**src/rtl/core/ocbs_pkg.sv**
```systemverilog
// ocbs_pkg: command codes, register indexes and the word types
// shared by the ordinal case bin sampler modules; no dependencies
`default_nettype none

package ocbs_pkg;

    localparam int CMD_W      = 2;
    localparam int RAND_W     = 32;
    localparam int COUNT_W    = 31;
    localparam int POOL_W     = 32;
    localparam int CFG_IDX_W  = 2;

    localparam logic [CMD_W-1:0] CMD_INDIVIDUAL = 2'd0;
    localparam logic [CMD_W-1:0] CMD_CLOSE_BIN  = 2'd1;
    localparam logic [CMD_W-1:0] CMD_RESTART    = 2'd2;

    localparam logic [CFG_IDX_W-1:0] CFG_NUM_CASES    = 2'd0;
    localparam logic [CFG_IDX_W-1:0] CFG_NUM_CONTROLS = 2'd1;

    typedef struct packed {
        logic [CMD_W-1:0]  cmd;
        logic [RAND_W-1:0] random_fraction;
    } item_t;

    typedef struct packed {
        logic [POOL_W-1:0] cases_in_bin;
        logic              pool_exhausted;
        logic              status;
    } result_t;

endpackage

`default_nettype wire

```
**src/rtl/core/ocbs_input_stage.sv**
```systemverilog
// ocbs_input_stage: input word register in front of the sampling logic
// depends on ocbs_pkg
`default_nettype none

module ocbs_input_stage
    import ocbs_pkg::*;
(
    input  wire logic                clk,
    input  wire logic                rst_n,
    input  wire logic                item_valid,
    output logic                     item_stall,
    input  wire logic [CMD_W-1:0]    cmd,
    input  wire logic [RAND_W-1:0]   random_fraction,
    input  wire logic                take,
    output logic                     stage_valid,
    output item_t                    stage_item
);

    logic  stage_valid_reg;
    logic  stage_valid_next;
    item_t stage_item_reg;
    logic  accept;

    assign item_stall  = stage_valid_reg && !take;
    assign accept      = item_valid && !item_stall;
    assign stage_valid = stage_valid_reg;
    assign stage_item  = stage_item_reg;

    always_comb
    begin
        stage_valid_next = stage_valid_reg;
        if (accept)
        begin
            stage_valid_next = 1'b1;
        end
        else if (take)
        begin
            stage_valid_next = 1'b0;
        end
    end

    always_ff @(posedge clk or negedge rst_n)
    begin
        if (!rst_n)
        begin
            stage_valid_reg <= 1'b0;
        end
        else
        begin
            stage_valid_reg <= stage_valid_next;
        end
    end

    always_ff @(posedge clk)
    begin
        if (accept)
        begin
            stage_item_reg.cmd             <= cmd;
            stage_item_reg.random_fraction <= random_fraction;
        end
    end

endmodule

`default_nettype wire

```
**src/rtl/core/ocbs_sampler.sv**
```systemverilog
// ocbs_sampler: configuration registers, run state and the pick test
// (one multiply and compare per individual); depends on ocbs_pkg
`default_nettype none

module ocbs_sampler
    import ocbs_pkg::*;
#(
    parameter int RAND_BITS = 32
)
(
    input  wire logic                  clk,
    input  wire logic                  rst_n,
    input  wire logic                  cfg_valid,
    output logic                       cfg_ready,
    input  wire logic [CFG_IDX_W-1:0]  cfg_index,
    input  wire logic [COUNT_W-1:0]    cfg_data,
    input  wire logic                  stage_valid,
    input  wire item_t                 stage_item,
    input  wire logic                  out_free,
    output logic                       take,
    output logic                       res_load,
    output result_t                    res
);

    localparam int U_W    = (RAND_BITS < RAND_W) ? RAND_BITS : RAND_W;
    localparam int PROD_W = U_W + POOL_W;
    localparam int RHS_W  = COUNT_W + RAND_BITS;
    localparam int CMP_W  = (PROD_W > RHS_W) ? PROD_W : RHS_W;

    logic [COUNT_W-1:0] num_cases_reg, num_cases_next;
    logic [COUNT_W-1:0] num_controls_reg, num_controls_next;
    logic [COUNT_W-1:0] need_left_reg, need_left_next;
    logic [POOL_W-1:0]  pool_left_reg, pool_left_next;
    logic [POOL_W-1:0]  bin_picks_reg, bin_picks_next;
    logic [POOL_W-1:0]  bin_size_reg, bin_size_next;
    logic               overrun_reg, overrun_next;

    logic               cfg_write;
    logic               cfg_hit;
    logic               restart;
    logic [U_W-1:0]     u_eff;
    logic [PROD_W-1:0]  product;
    logic [CMP_W-1:0]   rhs;
    logic               pick;

    assign cfg_ready = !stage_valid;
    assign cfg_write = cfg_valid && cfg_ready;
    assign cfg_hit   = cfg_write
                       && (cfg_index == CFG_NUM_CASES || cfg_index == CFG_NUM_CONTROLS);

    assign take     = stage_valid && (stage_item.cmd != CMD_CLOSE_BIN || out_free);
    assign res_load = take && stage_item.cmd == CMD_CLOSE_BIN;
    assign restart  = cfg_hit || (take && stage_item.cmd == CMD_RESTART);

    // u * pool_left <= need_left * 2^RAND_BITS
    assign u_eff   = stage_item.random_fraction[U_W-1:0];
    assign product = PROD_W'(u_eff) * PROD_W'(pool_left_reg);
    assign rhs     = CMP_W'(need_left_reg) << RAND_BITS;
    assign pick    = (need_left_reg != '0) && (CMP_W'(product) <= rhs);

    always_comb
    begin
        res.cases_in_bin   = (num_cases_reg >= num_controls_reg)
                             ? (bin_size_reg - bin_picks_reg) : bin_picks_reg;
        res.pool_exhausted = (pool_left_reg == '0);
        res.status         = overrun_reg;
    end

    always_comb
    begin
        num_cases_next    = num_cases_reg;
        num_controls_next = num_controls_reg;
        need_left_next    = need_left_reg;
        pool_left_next    = pool_left_reg;
        bin_picks_next    = bin_picks_reg;
        bin_size_next     = bin_size_reg;
        overrun_next      = overrun_reg;

        if (cfg_write && cfg_index == CFG_NUM_CASES)
        begin
            num_cases_next = cfg_data;
        end
        if (cfg_write && cfg_index == CFG_NUM_CONTROLS)
        begin
            num_controls_next = cfg_data;
        end

        if (restart)
        begin
            need_left_next = (num_cases_next < num_controls_next)
                             ? num_cases_next : num_controls_next;
            pool_left_next = POOL_W'(num_cases_next) + POOL_W'(num_controls_next);
            bin_picks_next = '0;
            bin_size_next  = '0;
            overrun_next   = 1'b0;
        end
        else if (take)
        begin
            unique case (stage_item.cmd)
                CMD_INDIVIDUAL:
                begin
                    if (pool_left_reg == '0)
                    begin
                        overrun_next = 1'b1;
                    end
                    else
                    begin
                        if (pick)
                        begin
                            need_left_next = need_left_reg - COUNT_W'(1);
                            bin_picks_next = bin_picks_reg + POOL_W'(1);
                        end
                        pool_left_next = pool_left_reg - POOL_W'(1);
                        bin_size_next  = bin_size_reg + POOL_W'(1);
                    end
                end
                CMD_CLOSE_BIN:
                begin
                    bin_picks_next = '0;
                    bin_size_next  = '0;
                end
                default:
                begin
                end
            endcase
        end
    end

    always_ff @(posedge clk or negedge rst_n)
    begin
        if (!rst_n)
        begin
            num_cases_reg    <= '0;
            num_controls_reg <= '0;
            need_left_reg    <= '0;
            pool_left_reg    <= '0;
            bin_picks_reg    <= '0;
            bin_size_reg     <= '0;
            overrun_reg      <= 1'b0;
        end
        else
        begin
            num_cases_reg    <= num_cases_next;
            num_controls_reg <= num_controls_next;
            need_left_reg    <= need_left_next;
            pool_left_reg    <= pool_left_next;
            bin_picks_reg    <= bin_picks_next;
            bin_size_reg     <= bin_size_next;
            overrun_reg      <= overrun_next;
        end
    end

    // sample still needed can never exceed what is left of the pool
    a_need_within_pool: assert property (@(posedge clk) disable iff (!rst_n)
        POOL_W'(need_left_reg) <= pool_left_reg)
        else $error("need_left above pool_left");

    a_picks_within_bin: assert property (@(posedge clk) disable iff (!rst_n)
        bin_picks_reg <= bin_size_reg)
        else $error("bin picks above bin size");

    a_overrun_on_empty_pool: assert property (@(posedge clk) disable iff (!rst_n)
        $rose(overrun_reg) |-> $past(pool_left_reg) == '0)
        else $error("overrun set with individuals left");

    a_close_waits_for_output: assert property (@(posedge clk) disable iff (!rst_n)
        res_load |-> out_free && stage_valid)
        else $error("bin closed without room for the result");

endmodule

`default_nettype wire

```
**src/rtl/core/ocbs_output_stage.sv**
```systemverilog
// ocbs_output_stage: result word register towards the downstream side
// depends on ocbs_pkg
`default_nettype none

module ocbs_output_stage
    import ocbs_pkg::*;
(
    input  wire logic               clk,
    input  wire logic               rst_n,
    input  wire logic               res_load,
    input  wire result_t            res,
    output logic                    out_free,
    output logic                    result_valid,
    input  wire logic               result_stall,
    output logic [POOL_W-1:0]       cases_in_bin,
    output logic                    pool_exhausted,
    output logic                    status
);

    logic    result_valid_reg;
    logic    result_valid_next;
    result_t result_reg;

    assign out_free       = !result_valid_reg || !result_stall;
    assign result_valid   = result_valid_reg;
    assign cases_in_bin   = result_reg.cases_in_bin;
    assign pool_exhausted = result_reg.pool_exhausted;
    assign status         = result_reg.status;

    always_comb
    begin
        result_valid_next = result_valid_reg;
        if (res_load)
        begin
            result_valid_next = 1'b1;
        end
        else if (!result_stall)
        begin
            result_valid_next = 1'b0;
        end
    end

    always_ff @(posedge clk or negedge rst_n)
    begin
        if (!rst_n)
        begin
            result_valid_reg <= 1'b0;
        end
        else
        begin
            result_valid_reg <= result_valid_next;
        end
    end

    always_ff @(posedge clk)
    begin
        if (res_load)
        begin
            result_reg <= res;
        end
    end

endmodule

`default_nettype wire

```
**src/rtl/core/ordinal_case_bin_sampler_core.sv**
```systemverilog
// ordinal_case_bin_sampler_core: an item is held in the input register and a result in
// the output register; result valid the cycle after the item leaves the input register
// throughput one item per cycle; the pick multiply and compare feeds need_left and
// pool_left back combinationally; a close-bin word waits while the result stalls
// asynchronous active-low reset clears configuration and run state to zero
// built from ocbs_input_stage, ocbs_sampler and ocbs_output_stage; uses ocbs_pkg
`default_nettype none

module ordinal_case_bin_sampler_core
    import ocbs_pkg::*;
#(
    parameter int RAND_BITS = 32
)
(
    input  wire logic                  clk,
    input  wire logic                  rst_n,
    input  wire logic                  cfg_valid,
    output logic                       cfg_ready,
    input  wire logic [CFG_IDX_W-1:0]  cfg_index,
    input  wire logic [COUNT_W-1:0]    cfg_data,
    input  wire logic                  item_valid,
    output logic                       item_stall,
    input  wire logic [CMD_W-1:0]      cmd,
    input  wire logic [RAND_W-1:0]     random_fraction,
    output logic                       result_valid,
    input  wire logic                  result_stall,
    output logic [POOL_W-1:0]          cases_in_bin,
    output logic                       pool_exhausted,
    output logic                       status
);

    logic    take;
    logic    stage_valid;
    item_t   stage_item;
    logic    out_free;
    logic    res_load;
    result_t res;

    ocbs_input_stage u_input_stage (
        .clk             (clk),
        .rst_n           (rst_n),
        .item_valid      (item_valid),
        .item_stall      (item_stall),
        .cmd             (cmd),
        .random_fraction (random_fraction),
        .take            (take),
        .stage_valid     (stage_valid),
        .stage_item      (stage_item)
    );

    ocbs_sampler #(
        .RAND_BITS (RAND_BITS)
    ) u_sampler (
        .clk         (clk),
        .rst_n       (rst_n),
        .cfg_valid   (cfg_valid),
        .cfg_ready   (cfg_ready),
        .cfg_index   (cfg_index),
        .cfg_data    (cfg_data),
        .stage_valid (stage_valid),
        .stage_item  (stage_item),
        .out_free    (out_free),
        .take        (take),
        .res_load    (res_load),
        .res         (res)
    );

    ocbs_output_stage u_output_stage (
        .clk            (clk),
        .rst_n          (rst_n),
        .res_load       (res_load),
        .res            (res),
        .out_free       (out_free),
        .result_valid   (result_valid),
        .result_stall   (result_stall),
        .cases_in_bin   (cases_in_bin),
        .pool_exhausted (pool_exhausted),
        .status         (status)
    );

endmodule

`default_nettype wire
```
**config.mk**
```make
export PLATFORM = sky130hd
export DESIGN_NAME = ordinal_case_bin_sampler_core
export DESIGN_NICKNAME = d
export VERILOG_FILES = /design/src/rtl/core/ocbs_pkg.sv /design/src/rtl/core/ocbs_input_stage.sv /design/src/rtl/core/ocbs_sampler.sv /design/src/rtl/core/ocbs_output_stage.sv /design/src/rtl/core/ordinal_case_bin_sampler_core.sv
export SDC_FILE = /design/constraint.sdc
export NUM_CORES = 2
export LEC_CHECK = 0
export BUFFER_PORTS_ARGS = -buffer_cell sky130_fd_sc_hd__buf_2
export CAP_MARGIN = 10
export CELL_PAD_IN_SITES_DETAIL_PLACEMENT = 1
export CELL_PAD_IN_SITES_GLOBAL_PLACEMENT = 1
export CORE_MARGIN = 1.5
export CORE_UTILIZATION = 52
export CTS_BUF_LIST = sky130_fd_sc_hd__clkbuf_8 sky130_fd_sc_hd__clkbuf_16
export CTS_CLUSTER_SIZE = 20
export DETAILED_ROUTE_END_ITERATION = 8
export GPL_ROUTABILITY_DRIVEN = 0
export PLACE_DENSITY = 0.92
export SYNTH_ARGS = -nofsm -noshare
export SYNTH_HDL_FRONTEND = slang
export SYNTH_SLANG_ARGS = --single-unit
```
**constraint.sdc**
```tcl
create_clock -name clk -period 13.42 [get_ports clk]
set_input_delay 2.684 -clock clk [delete_from_list [all_inputs] [get_ports clk]]
set_output_delay 2.684 -clock clk [all_outputs]
set_load 0.02 [all_outputs]
```
# After elaboration in Yosys (flattened, before gate mapping)
# Index checks and enable logic that the tools add are counted.
dict set report totals {
  regBits 260
  latch_bits 0
  ramBits 0
  romBits 0
  out_inout_bits 37
  n_memories 0
}
dict set report classes {
  n_addsub 6
  n_mul 1
  div 0
  magnitude_cmp 3
  eq_ne 8
  n_shift 0
  n_mux 30
  n_bitwise 0
  n_reduce_logical 34
}
# op count
set ops {}
lappend ops {{$mux 32} 12}
lappend ops {{$mux 31} 8}
lappend ops {{$pmux 32 s2} 2}
lappend ops {{$add 32x1->32 const B} 2}
lappend ops {{$le 64x63->1} 1}
lappend ops {{$mul 32x32->64} 1}
lappend ops {{$add 31x31->32} 1}
lappend ops {{$logic_not 32->1} 1}
lappend ops {{$sub 32x1->32 const B} 1}
lappend ops {{$sub 32x32->32} 1}
lappend ops {{$ge 31x31->1} 1}
lappend ops {{$lt 31x31->1} 1}
lappend ops {{$reduce_bool 31->1} 1}
lappend ops {{$sub 31x1->31 const B} 1}
lappend ops {{$logic_and 1x1->1} 10}
lappend ops {{$reduce_bool 2->1} 5}
lappend ops {{$reduce_and 3->1} 3}
lappend ops {{$mux 1} 8}
lappend ops {{$reduce_and 4->1} 2}
lappend ops {{$logic_not 1->1} 5}
lappend ops {{$eq 2x1->1 const B} 2}
lappend ops {{$logic_not 2->1} 2}
lappend ops {{$logic_or 1x1->1} 4}
lappend ops {{$ne 2x1->1 const B} 2}
lappend ops {{other kinds (5)} 5}

# Logic depth before layout (Yosys ltp)
dict set report logic_depth {
  word_depth 9
  mapped_depth 47
  ltp_nobuf 43
}

# Modules after synthesis
# Synthesis repeated with hierarchy kept, for this count alone.
dict set report hier_totals {
  cells_unflattened 5446
  area_unflattened_um2 49224.7
}
# module n_inst cells_each area_per_inst_um2
set modules_own_cells {}
lappend modules_own_cells {ocbs_sampler 1 5370 47088.9}
lappend modules_own_cells {ocbs_input_stage 1 39 1078.5}
lappend modules_own_cells {ocbs_output_stage 1 37 1057.3}

# Worst setup path after synthesis
# Ideal clock, no wire load.
dict set report synth_path {
  kind {reg-to-reg}
  from {register u_sampler.pool_left_reg[5]}
  to {register u_sampler.bin_picks_reg[11]}
  setup_ps 92
  arrival_ps 11132
  required_ps 13328
  setup_slack_ps 2196
  path_stages_with_launch 42
  n_path_buf 5
  cell_sequence {dfrtp_1 > clkbuf_1 > clkbuf_1 > nand2_1 > fa_1 > fa_1 > fa_1 > fa_1 > fa_1 > fa_1 > fa_1 > fa_1 > inv_1 > ha_1 > clkbuf_1 > a21oi_1 > o21a_1 > o221ai_1 > [6 not listed] > o21a_1 > o21ai_0 > xor2_1 > ha_1 > nand4_1 > nor2_1 > nand3_1 > nor4_1 > nand4_1 > or4_1 > or4_4 > a2111oi_4 > nand4_1 > and3_1 > buf_2 > or3_4 > buf_6 > o31ai_2}
}
dict set report synth_between {
  elab_chain_cells 5
  elab_cells_between_ends 7
}
# item line_no
set synth_rtl {}
lappend synth_rtl {{from (decl)} ocbs_sampler.sv:33} ;# logic [POOL_W-1:0] pool_left_reg, pool_left_next;
lappend synth_rtl {{from (signal assigned)} ocbs_sampler.sv:146} ;# pool_left_reg <= pool_left_next;
lappend synth_rtl {{$mul 32x32->64} ocbs_sampler.sv:57} ;# assign product = PROD_W'(u_eff) * PROD_W'(pool_left_reg);
lappend synth_rtl {{$le 64x63->1} ocbs_sampler.sv:59} ;# assign pick = (need_left_reg != '0) && (CMP_W'(product) <= rhs);
lappend synth_rtl {{$logic_and 1x1->1} ocbs_sampler.sv:59}
lappend synth_rtl {{$ne 3x1->1 (no source line)} -}
lappend synth_rtl {{$reduce_and 4->1 (no source line) *} -}
lappend synth_rtl {{to (signal assigned)} ocbs_sampler.sv:147} ;# bin_picks_reg <= bin_picks_next;
lappend synth_rtl {{to (decl)} ocbs_sampler.sv:34} ;# logic [POOL_W-1:0] bin_picks_reg, bin_picks_next;
# Every way passes the cells marked *; elsewhere a longest branch is shown, timed or not.
# A chain may end at the register's enable or synchronous reset.

# Final worst setup path
dict set report layout_path {
  from {register u_sampler.pool_left_reg[2]}
  to {register u_sampler.bin_picks_reg[9]}
}
# The elaborated chain is that of the path after synthesis.

==> flow_summary.ini <==
[status]
status = complete, no violations

[yosys]
syn_area_per_cell_um2 = 9.06
synth_seq_cells = 260
synth_edf_count = 68
netlist.area_leader.share = 0.365
synthArstFlopShare = 0.738
synth_top_area_cell = fa_1
synth_nets = 6827
synth_area_um2 = 49200
synth.area.top_cells = fa_1 37%, ha_1 11%, dfrtp_1 9.8%
yosysUniqueCellTypes = 86
yosys_warnings = 0
synth_cells = 5435
ys.flop_type = dfrtp_1
synth_seq_area_share = 0.139

[clock_network]
clk_pin_slew_ps = 70
cts_tree = built
ctsRootBufferMaster = clkbuf_16
cts_max_level = 2
cts.sinks = 260
insertion_delay_ps = 650
clk_path_buf_depth = 3
cts_buffers = 37

[floorplanning]
die_h_um = 311
rows = 112
io_pins = 109
die_area_um2 = 96500
coreArea_um2 = 93600
start_util = 0.526
die_x_um = 311

[cells_and_area]
seq_area_um2 = 6880
syn_to_final_growth_pct = 7.44
drive_gt1_frac = 0.0778
final_design_area_no_fill_um2 = 52900
fin_nets = 6815
multiInputGateArea_um2 = 38100
largest_reg_flops = 34
fillers = 10800

[sta]
post-route-worst-setup-slack_ps = 159
finalCritPeriodShare = 0.988
hold_viol = 0
fin_tns_setup_ps = 0
worst_pin_slew_ps = 1290
finClkSkew_ps = 36.5
slew_headroom = 0.137
setup_viol = 0
finalMaxSlewViolations = 0
max_freq_mhz = 75.4
period_needed_ps = 13260

[setup_path]
end_kind = register
crit_top_cell = fa_1
critPathKind = register to register
crit_fanout = 31
slowest_stage = dfrtp_2
cp-start-kind = register
worstPathArrival_ps = 13770
worstPathRequired_ps = 13930
worst_path_largest_cell_delay_ps = 670

[global_routing]
antenna_found_initial = 4
grt_pass1_wl_um = 285000
grt_use_total = 0.384
gr-total-overflow = 0
grt_pass1_vias = 49800
grt_max_degree = 78

[route]
vias = 43400
drtIter0Drc = 4175
routedWlPerCell_um = 28.6
wl_um = 192000
antenna_left = 0
vias_per_cell = 6.47
drc = 0
first_pass_iters = 8

[worst_hold_path]
hold_class = register to register

[placed_design]
post-place-ws_ps = 335
numPortBuffers = 108
place_area_um2 = 51000
hpwl_um = 139000

[job]
drv_cap = 0
[what timing repair did]
action,CTS,global route
hold endpoints to repair,0,0
resized for setup,0,29
buffers inserted,0,44
hold buffers,0,0
setup endpoints to repair,0,59
[layer usage]
layer / GRT usage / up-vias / share of wire
met3: 0.0856 / 1355 / 0.088
li1: - / 17200 / -
met4: 0.327 / 6 / 0.11
met5: 0 / - / 0.00030
met1: 0.404 / 21900 / 0.32
met2: 0.654 / 2974 / 0.48
[area by class of cell]
type / instances / area share
multi-input cells: 4022 / 0.721
clock buffers: 45 / 0.0200
repair buffers: 259 / 0.0349
clock inverters: 20 / 0.00466
well taps: 1254 / 0.0297
inverters: 843 / 0.0598
flip-flops and latches: 260 / 0.130
diodes: 5 / 0.000237
[cells by family (layout without fill, tap and decap cells)]
family / Yosys count / after routing / synth area share
and+or+nand+nor: 1769 / 1769 / 0.164
adders and majority gates: 1320 / 1320 / 0.473
buffers and inverters: 1153 / 1167 / 0.0883
AOI/OAI and AO/OA: 717 / 717 / 0.0944
DFF: 260 / 260 / 0.139
xor gates and xnor gates: 145 / 145 / 0.0258
muxes: 71 / 71 / 0.0154
other: 0 / 5 / 0
[critical path: cells and delay by family (launching register included)]
kind                     cells  cell delay, ps
flip-flops                   1             670
AO/OA/AOI/OAI               10            3050
buffers and inverters        5             780
adder cells (fa/ha/maj)     10            4870
AND/OR/NAND/NOR             14            3530
XOR/XNOR                     1             180
[synthesized netlist by cell type (all sizes together), types with 11 or more instances]
| library cell | number |
|---|---|
| or3 | 26 |
| o21a | 28 |
| mux2 | 38 |
| dfrtp | 192 |
| nand2 | 958 |
| clkbuf | 270 |
| nand4 | 45 |
| xor2 | 52 |
| fa | 898 |
| o21ai | 176 |
| ha | 422 |
| a2111oi | 12 |
| o21bai | 19 |
| xnor2 | 93 |
| o211ai | 14 |
| nor2b | 22 |
| a211oi | 11 |
| and3 | 36 |
| a21oi | 210 |
| nor4 | 19 |
| and2 | 259 |
| edfxtp | 68 |
| nor3 | 64 |
| nor2 | 199 |
| nand2b | 25 |
| nand3 | 77 |
| a31oi | 33 |
| o31ai | 53 |
| inv | 842 |
| o2111ai | 13 |
| buf | 40 |
| a21o | 59 |
| or4 | 13 |
| mux2i | 33 |
[cells in the final DEF (no fill, tap or decap), types with 16 or more instances in the layout]
cell type / instances
a21oi_1: 207
a31oi_1: 32
nand4_1: 45
mux2_2: 38
o31ai_1: 40
nor2b_1: 20
xor2_1: 52
buf_2: 107
nand3_1: 77
a21o_1: 59
o21ai_0: 157
dfrtp_1: 170
nor3_1: 63
nor2_1: 198
o21bai_1: 18
mux2i_1: 33
and3_1: 36
fa_1: 898
edfxtp_1: 68
and2_1: 256
nand2b_1: 25
nor4_1: 19
clkbuf_16: 39
or3_1: 24
o21ai_1: 16
nand2_1: 958
ha_1: 422
buf_4: 135
inv_1: 848
dfrtp_2: 19
xnor2_1: 93
o21a_1: 28
[final timing paths]
kind	from	slack, ps	end	cells after the start
setup / recovery	u_sampler.pool_left_reg[2]	160	u_sampler.bin_picks_reg[9]	40
hold / removal	u_sampler.bin_picks_reg[4]	510	u_sampler.bin_picks_reg[4]	1
setup reg to reg	u_sampler.pool_left_reg[2]	160	u_sampler.bin_picks_reg[9]	40
hold reg to reg	u_sampler.bin_picks_reg[4]	510	u_sampler.bin_picks_reg[4]	1
max in group asynchronous	rst_n	9830	u_sampler.pool_left_reg[4]	2
min in group asynchronous	rst_n	2010	u_sampler.num_cases_reg[23]	1
[through the flow]
stage | instances | hold slack [ps] | util
6_report | 6708 | 510 | 0.565
5_1_grt | 6703 | 536 | 0.565
4_1_cts | 6659 | 503 | 0.559
3_5_place_dp | 6594 | 487 | 0.545
3_3_place_gp | 6594 | 478 | 0.545
2_1_floorplan | 5435 | 426 | -
Power is not shown: default switching activity piles up to over one toggle a cycle in this logic, so the estimate is an artifact.
